[src/rtl/srr_pkg.sv]
// Shared types and constants for the selective-repeat receiver.
// Holds the packet and result structs and the controller/datapath interface.
// Depends on nothing.
package srr_pkg;

    localparam int SEQ_FIELD_W      = 3;
    localparam int PAYLOAD_FIELD_W  = 64;

    localparam int WINDOW_DEF       = 4;
    localparam int SEQ_SPACE_DEF    = 8;
    localparam int PAYLOAD_BITS_DEF = 64;

    localparam logic KIND_ACK     = 1'b0;
    localparam logic KIND_DELIVER = 1'b1;

    typedef struct packed {
        logic [SEQ_FIELD_W-1:0]     seq_num;
        logic [PAYLOAD_FIELD_W-1:0] payload_word;
        logic                       checksum_ok;
    } pkt_item_t;

    typedef struct packed {
        logic                       result_kind;
        logic [SEQ_FIELD_W-1:0]     ack_num;
        logic [PAYLOAD_FIELD_W-1:0] delivered_payload;
        logic                       last;
    } res_item_t;

    typedef struct packed {
        logic accept;
        logic emit_ack;
        logic emit_deliver;
    } srr_cmd_t;

    typedef struct packed {
        logic good_pkt;
        logic start_deliver;
        logic more_deliver;
        logic out_free;
    } srr_status_t;

endpackage

[src/rtl/selective_repeat_receiver_core.sv]
// Selective-repeat ARQ receiver: acknowledges good packets, buffers them in
// the window and delivers in-order runs. From the ACK state after acceptance
// the acknowledgement goes to the result register, then a run of R (0 to
// WINDOW) deliveries, one result per cycle while the output is not stalled;
// a corrupt packet is dropped with no result. Reset clears the window base,
// the slot-full flags and all control state; no clearing pass.
module selective_repeat_receiver_core
    import srr_pkg::*;
#(
    parameter int WINDOW       = WINDOW_DEF,
    parameter int SEQ_SPACE    = SEQ_SPACE_DEF,
    parameter int PAYLOAD_BITS = PAYLOAD_BITS_DEF
)
(
    input  logic      clk,
    input  logic      rst_n,
    input  logic      pkt_valid,
    output logic      pkt_stall,
    input  pkt_item_t pkt,
    output logic      res_valid,
    input  logic      res_stall,
    output res_item_t res
);

    srr_cmd_t    cmd;
    srr_status_t status;

    srr_ctrl u_ctrl (
        .clk       (clk),
        .rst_n     (rst_n),
        .pkt_valid (pkt_valid),
        .pkt_stall (pkt_stall),
        .status    (status),
        .cmd       (cmd)
    );

    srr_datapath #(
        .WINDOW       (WINDOW),
        .SEQ_SPACE    (SEQ_SPACE),
        .PAYLOAD_BITS (PAYLOAD_BITS)
    ) u_datapath (
        .clk       (clk),
        .rst_n     (rst_n),
        .pkt       (pkt),
        .cmd       (cmd),
        .status    (status),
        .res_valid (res_valid),
        .res_stall (res_stall),
        .res       (res)
    );

endmodule

[src/rtl/srr_datapath.sv]
// Datapath of the selective-repeat receiver: window base, slot buffer and
// result register. Driven by srr_ctrl through srr_cmd_t; depends on srr_pkg.
module srr_datapath
    import srr_pkg::*;
#(
    parameter int WINDOW       = WINDOW_DEF,
    parameter int SEQ_SPACE    = SEQ_SPACE_DEF,
    parameter int PAYLOAD_BITS = PAYLOAD_BITS_DEF
)
(
    input  logic        clk,
    input  logic        rst_n,
    input  pkt_item_t   pkt,
    input  srr_cmd_t    cmd,
    output srr_status_t status,
    output logic        res_valid,
    input  logic        res_stall,
    output res_item_t   res
);

    localparam int SEQ_W = $clog2(SEQ_SPACE);
    localparam int IDX_W = (WINDOW > 1) ? $clog2(WINDOW) : 1;
    localparam int OFF_W = ((SEQ_W > IDX_W) ? SEQ_W : IDX_W) + 2;
    localparam logic [OFF_W-1:0] SPACE_C  = OFF_W'(SEQ_SPACE);
    localparam logic [OFF_W-1:0] WINDOW_C = OFF_W'(WINDOW);
    localparam logic [SEQ_W-1:0] BASE_MAX = SEQ_W'(SEQ_SPACE - 1);

    logic [SEQ_W-1:0]        base_reg, base_next;
    logic [WINDOW-1:0]       full_reg, full_next;
    logic [PAYLOAD_BITS-1:0] payload_reg [WINDOW];
    logic [SEQ_FIELD_W-1:0]  seq_reg;
    logic                    zero_reg;
    logic                    res_valid_reg, res_valid_next;
    res_item_t               res_reg, res_next;

    logic [OFF_W-1:0] seq_red;
    logic [OFF_W-1:0] off_sum;
    logic [OFF_W-1:0] offset;
    logic             in_window;
    logic             do_write;
    logic [IDX_W-1:0] wr_idx;

    always_comb
    begin
        seq_red = OFF_W'(pkt.seq_num);
        for (int k = 0; k < 8; k++)
        begin
            if (seq_red >= SPACE_C)
            begin
                seq_red = seq_red - SPACE_C;
            end
        end
        off_sum = seq_red + SPACE_C - OFF_W'(base_reg);
        offset  = (off_sum >= SPACE_C) ? (off_sum - SPACE_C) : off_sum;
    end

    assign in_window = (offset < WINDOW_C);
    assign wr_idx    = offset[IDX_W-1:0];
    assign do_write  = cmd.accept && in_window && !full_reg[wr_idx];

    assign status.good_pkt      = pkt.checksum_ok;
    assign status.start_deliver = zero_reg && full_reg[0];
    assign status.more_deliver  = (WINDOW > 1) ? full_reg[WINDOW > 1 ? 1 : 0] : 1'b0;
    assign status.out_free      = !res_valid_reg || !res_stall;

    always_comb
    begin
        base_next      = base_reg;
        full_next      = full_reg;
        res_next       = res_reg;
        res_valid_next = res_valid_reg && res_stall;
        if (do_write)
        begin
            full_next[wr_idx] = 1'b1;
        end
        if (cmd.emit_ack)
        begin
            res_next.result_kind       = KIND_ACK;
            res_next.ack_num           = seq_reg;
            res_next.delivered_payload = '0;
            res_next.last              = !(zero_reg && full_reg[0]);
            res_valid_next             = 1'b1;
        end
        else if (cmd.emit_deliver)
        begin
            res_next.result_kind       = KIND_DELIVER;
            res_next.ack_num           = '0;
            res_next.delivered_payload = PAYLOAD_FIELD_W'(payload_reg[0]);
            res_next.last              = !status.more_deliver;
            res_valid_next             = 1'b1;
            full_next                  = full_reg >> 1;
            base_next                  = (base_reg == BASE_MAX) ? '0 : base_reg + 1'b1;
        end
    end

    always_ff @(posedge clk or negedge rst_n)
    begin
        if (!rst_n)
        begin
            base_reg      <= '0;
            full_reg      <= '0;
            res_valid_reg <= 1'b0;
        end
        else
        begin
            base_reg      <= base_next;
            full_reg      <= full_next;
            res_valid_reg <= res_valid_next;
        end
    end

    always_ff @(posedge clk)
    begin
        res_reg <= res_next;
        if (cmd.accept)
        begin
            seq_reg  <= pkt.seq_num;
            zero_reg <= (offset == '0);
        end
        if (do_write)
        begin
            payload_reg[wr_idx] <= pkt.payload_word[PAYLOAD_BITS-1:0];
        end
        else if (cmd.emit_deliver)
        begin
            for (int i = 0; i < WINDOW - 1; i++)
            begin
                payload_reg[i] <= payload_reg[i + 1];
            end
        end
    end

    assign res_valid = res_valid_reg;
    assign res       = res_reg;

endmodule

[src/rtl/srr_ctrl.sv]
// Controller of the selective-repeat receiver: sequences acceptance, the
// acknowledgement and the in-order deliveries. Depends on srr_pkg.
module srr_ctrl
    import srr_pkg::*;
(
    input  logic        clk,
    input  logic        rst_n,
    input  logic        pkt_valid,
    output logic        pkt_stall,
    input  srr_status_t status,
    output srr_cmd_t    cmd
);

    typedef enum logic [1:0] {
        ST_IDLE,
        ST_ACK,
        ST_DELIVER
    } state_t;

    state_t state_reg, state_next;

    assign pkt_stall = (state_reg != ST_IDLE);

    always_comb
    begin
        state_next       = state_reg;
        cmd.accept       = 1'b0;
        cmd.emit_ack     = 1'b0;
        cmd.emit_deliver = 1'b0;
        unique case (state_reg)
            ST_IDLE:
            begin
                if (pkt_valid && status.good_pkt)
                begin
                    cmd.accept = 1'b1;
                    state_next = ST_ACK;
                end
            end
            ST_ACK:
            begin
                if (status.out_free)
                begin
                    cmd.emit_ack = 1'b1;
                    state_next   = status.start_deliver ? ST_DELIVER : ST_IDLE;
                end
            end
            ST_DELIVER:
            begin
                if (status.out_free)
                begin
                    cmd.emit_deliver = 1'b1;
                    if (!status.more_deliver)
                    begin
                        state_next = ST_IDLE;
                    end
                end
            end
            default:
            begin
                state_next = ST_IDLE;
            end
        endcase
    end

    always_ff @(posedge clk or negedge rst_n)
    begin
        if (!rst_n)
        begin
            state_reg <= ST_IDLE;
        end
        else
        begin
            state_reg <= state_next;
        end
    end

endmodule

[config.mk]
export PLATFORM = sky130hd
export DESIGN_NAME = selective_repeat_receiver_core
export DESIGN_NICKNAME = d
export VERILOG_FILES = /design/src/rtl/srr_pkg.sv /design/src/rtl/selective_repeat_receiver_core.sv /design/src/rtl/srr_datapath.sv /design/src/rtl/srr_ctrl.sv
export SDC_FILE = /design/constraint.sdc
export NUM_CORES = 1
export LEC_CHECK = 0
export BUFFER_PORTS_ARGS = -buffer_cell sky130_fd_sc_hd__buf_2
export CAP_MARGIN = 20
export CORE_ASPECT_RATIO = 0.5
export CORE_MARGIN = 2
export CORE_UTILIZATION = 35
export DETAILED_ROUTE_END_ITERATION = 16
export PLACE_DENSITY = 0.63
export SLEW_MARGIN = 40
export SYNTH_ARGS = -nofsm -noshare
export SYNTH_HDL_FRONTEND = slang
export SYNTH_SLANG_ARGS = --single-unit
[constraint.sdc]
create_clock -name clk -period 17.76 [get_ports clk]
set_input_delay 2.664 -clock clk [delete_from_list [all_inputs] [get_ports clk]]
set_output_delay 2.664 -clock clk [all_outputs]
set_load 0.02 [all_outputs]
==> metrics.md <==
| Metric | Value |
|---|---|
| Die height | 142.8 microns |
| Total gr overflow | 0 |
| Max-slew violation count | 0 |
| Cts repair resizes | 0 |
| Ports | 143 |
| FF+latch area | 0.009479 sq mm |
| Fillers | 3413 |
| Hold-fix buffers, CTS | 0 |
| P_int | 1.671 mW |
| Initial core utilization | 35.82% |
| Peak VDD IR | 0.00005857 V |
| Crit end category | flip-flop |
| Critical Path, Cell by Cell | buf_2, inv_1, ha_1, inv_1, fa_1, xnor2_1, nand3_1, o31ai_4, buf_4 |
| Vias in the first global route | 7460 |
| Cell taking the most area after synthesis | edfxtp_1 |
| Die X | 281.6 microns |
| Fin crit share | 27.77% |
| Setup tns final | 0 ns |
| Reg-to-reg slack, setup | 14.69 ns |
| Clk pin slew, worst setup/hold paths | 0.07 ns |
| Largest net degree at the start of global routing | 63 |
| CTS tree | yes |
| Core area | 0.03766 sq mm |
| H-tree level count | 2 |
| Critical Path Fanout Max | 48 |
| Clk network pwr share | 30.0% |
| Synthesized area | 0.01349 sq mm |
| Slowest stage delay, CP | 0.66 ns |
| Worst path arrival time | 5.07 ns |
| DR WL/cell | 18.95 microns |
| Ys Warns | 0 |
| Routability cong. | 0.7607 |
| Post-synth ARST share | 2.950% |
| FMAX | 202.7 MHz |
| Commonest non-fill, non-tap cell in the layout | edfxtp_1 |
| Register area share after synthesis | 70.27% |
| Vias | 7301 |
| Slew at the pin closest to its max-slew limit | 0.8187 ns |
| Global-route wire length before repair | 43080 microns |
| WL final | 28220 microns |
| Synthesis-stage register bit count | 339 |
| Die area | 0.04023 sq mm |
| Largest register FFs | 256 |
| Top FF cell, synth | edfxtp_1 |
| Fin. Hold Viols | 0 |
| Synth unique cells | 43 |
| RSZ-0062 raised after global routing | false |
| Multi-input combinational cell area | 0.003692 sq mm |
| Post-synth EDFFs | 264 |
| Relative slew margins | 45.42% |
| Vias per inst | 4.903 |
| Total Power | 2.362 mW |
| Total setup buffers inserted after CTS | 0 |
| Yosys top cell area share | 58.76% |
| Routed Antenna Nets | 0 |
| Critical Setup Path Class | input port to flip-flop |
| Mapped Nets | 876 |
| Commonest non-fill, non-tap cells in the layout | 264 x edfxtp_1, 142 x buf_2, 114 x mux2_2, 65 x dfxtp_1, 63 x mux2_4 |
| Final setup vio count | 0 |
| Leakage Power | 5.803 nW |
| Max Cap Viol | 0 |
| Synth area leaders | edfxtp_1 59%, dfxtp_1 9.6%, mux2_2 9.5%, mux2_4 7.0%, dfrtp_1 1.9% |
| All-Layer GR Usage | 13.83% |
| Clock root buffer | clkbuf_16 |
| Layout cells sized above 1 | 41.51% |
| Clock Latency Late Sink | 0.51 ns |
| Detailed Routing Iterations Pass 1 | 5 |
| HP Class | flip-flop to flip-flop |
| Critical path's slowest cell | buf_4 |
| Drt first-iter violations | 517 |
| Outcome | completed |
| Synth Area per Inst | 16.88 sq um |
| Critical path required time | 17.90 ns |
| Post-route minimum period | 4.933 ns |
| Initial antenna violation count | 4 |
| Clk_skew | 0.01251 ns |
| CTS max path bufs | 3 |
| Port Buffer Count | 142 |
| Area added between synthesis and finish | 17.23% |
| CTS Sinks | 339 |
| CP most frequent cell | inv_1 |
| PwrDens | 149.3 mW/mm^2 |
| FP Rows | 50 |
| Num CTS Buffers | 34 |
| CP startpoint kind | input port |
| Post-synthesis cell count | 799 |
| Sw frac | 29.26% |
| DP HPWL | 16890 microns |
| Nets | 1017 |
| Drt drc | 0 |
| Seq pwr share | 46.7% |
| CP Buf/Inv Count | 4 |
| P_sw | 0.6909 mW |
| Logic pwr share | 23.3% |
| Cell family with most CP delay | buffers and inverters |
final cells by class:
type | count | share of cell area (%)
inverters | 6 | 0.1424
repair buffers | 158 | 5.403
multi-input cells | 401 | 23.35
clock inverters | 15 | 0.6646
well taps | 520 | 4.114
flip-flops and latches | 339 | 59.94
clock buffers | 47 | 6.345
diodes | 3 | 0.04747
logic make-up (layout without fill, tap and decap cells):
kind of cell | after synthesis | after routing | synth area share, %
XOR/XNOR | 1 | 1 | 0.06493
other | 0 | 3 | 0
AO/OA/AOI/OAI | 128 | 128 | 5.519
multiplexers | 193 | 193 | 17.86
buffers and inverters | 59 | 226 | 2.810
flip-flops | 339 | 339 | 70.27
adder cells (fa/ha/maj) | 5 | 5 | 0.5194
AND/OR/NAND/NOR | 74 | 74 | 2.959
worst reg2reg max path: cells and delay by family (launching register included):
family	cells	cell delay (ns)
AO/OA/AOI/OAI	1	0.43
buffers and inverters	2	0.70
XOR/XNOR	1	0.35
AND/OR/NAND/NOR	1	0.24
adder cells (fa/ha/maj)	2	0.54
flip-flops	1	0.41
synth_stat cells, types with 2 or more instances:
library cell and number:
o21ai_1 3, ha_1 4, buf_2 15, and3_1 3, o41ai_1 2, and2_1 2, inv_1 6, nand3_1 49
o2bb2ai_1 2, a22o_1 18, a21oi_1 49, buf_1 2, mux2_2 114, o21ai_0 47, clkbuf_1 14, buf_4 7
nor2_1 2, mux2_4 63, nor2b_1 2, nand2_1 5, dfxtp_1 65, dfrtp_1 10, buf_6 15, edfxtp_1 264
mux2_1 16, nor3_1 3
final timing paths:
check / to / from / cells after the start
hold / removal: u_datapath.res[17]$_SDFFE_PP0P_ / u_datapath.payload_reg[0][16]$_DFFE_PP_ / 1
hold reg to reg: u_datapath.res[17]$_SDFFE_PP0P_ / u_datapath.payload_reg[0][16]$_DFFE_PP_ / 1
setup reg to reg: u_datapath.payload_reg[2][42]$_DFFE_PP_ / u_datapath.base_reg[0]$_DFFE_PN0P_ / 7
setup / recovery: u_datapath.payload_reg[2][42]$_DFFE_PP_ / pkt[65] / 9
max in group asynchronous: u_datapath.base_reg[0]$_DFFE_PN0P_ / rst_n / 1
min in group asynchronous: u_datapath.full_reg[0]$_DFF_PN0_ / rst_n / 1
power by group through the flow:
stage | Clock [mW] | Sequential [mW] | Combinational, mW
6_report | 0.708 | 1.10 | 0.550
3_5_place_dp | 0 | 1.12 | 0.555
3_3_place_gp | 0 | 1.11 | 0.537
5_1_grt | 0.754 | 1.12 | 0.593
4_1_cts | 0.724 | 1.10 | 0.557
2_1_floorplan | 0 | 1.18 | 0.349
metal layers:
| metal | GRT usage [%] | part of all wire [%] |
|---|---|---|
| met5 | 0 | 0 |
| met1 | 16.88 | 42 |
| met4 | 4.927 | 2.3 |
| met2 | 24.54 | 52 |
| met3 | 2.667 | 3.3 |
through the flow:
stage	util, %	hold slack (ns)	setup WS, ns	cell area [sq um]	std cells
5_1_grt	41.99	0.4637	12.67	15820	1489
3_3_place_gp	38.89	0.4446	11.92	14650	1422
2_1_floorplan	-	0.4418	6.966	13490	799
4_1_cts	41.97	0.4627	12.85	15810	1486
6_report	41.99	0.4616	12.83	15820	1489
3_5_place_dp	39.03	0.4491	12.34	14700	1424
(Power assumes the default switching activity.)
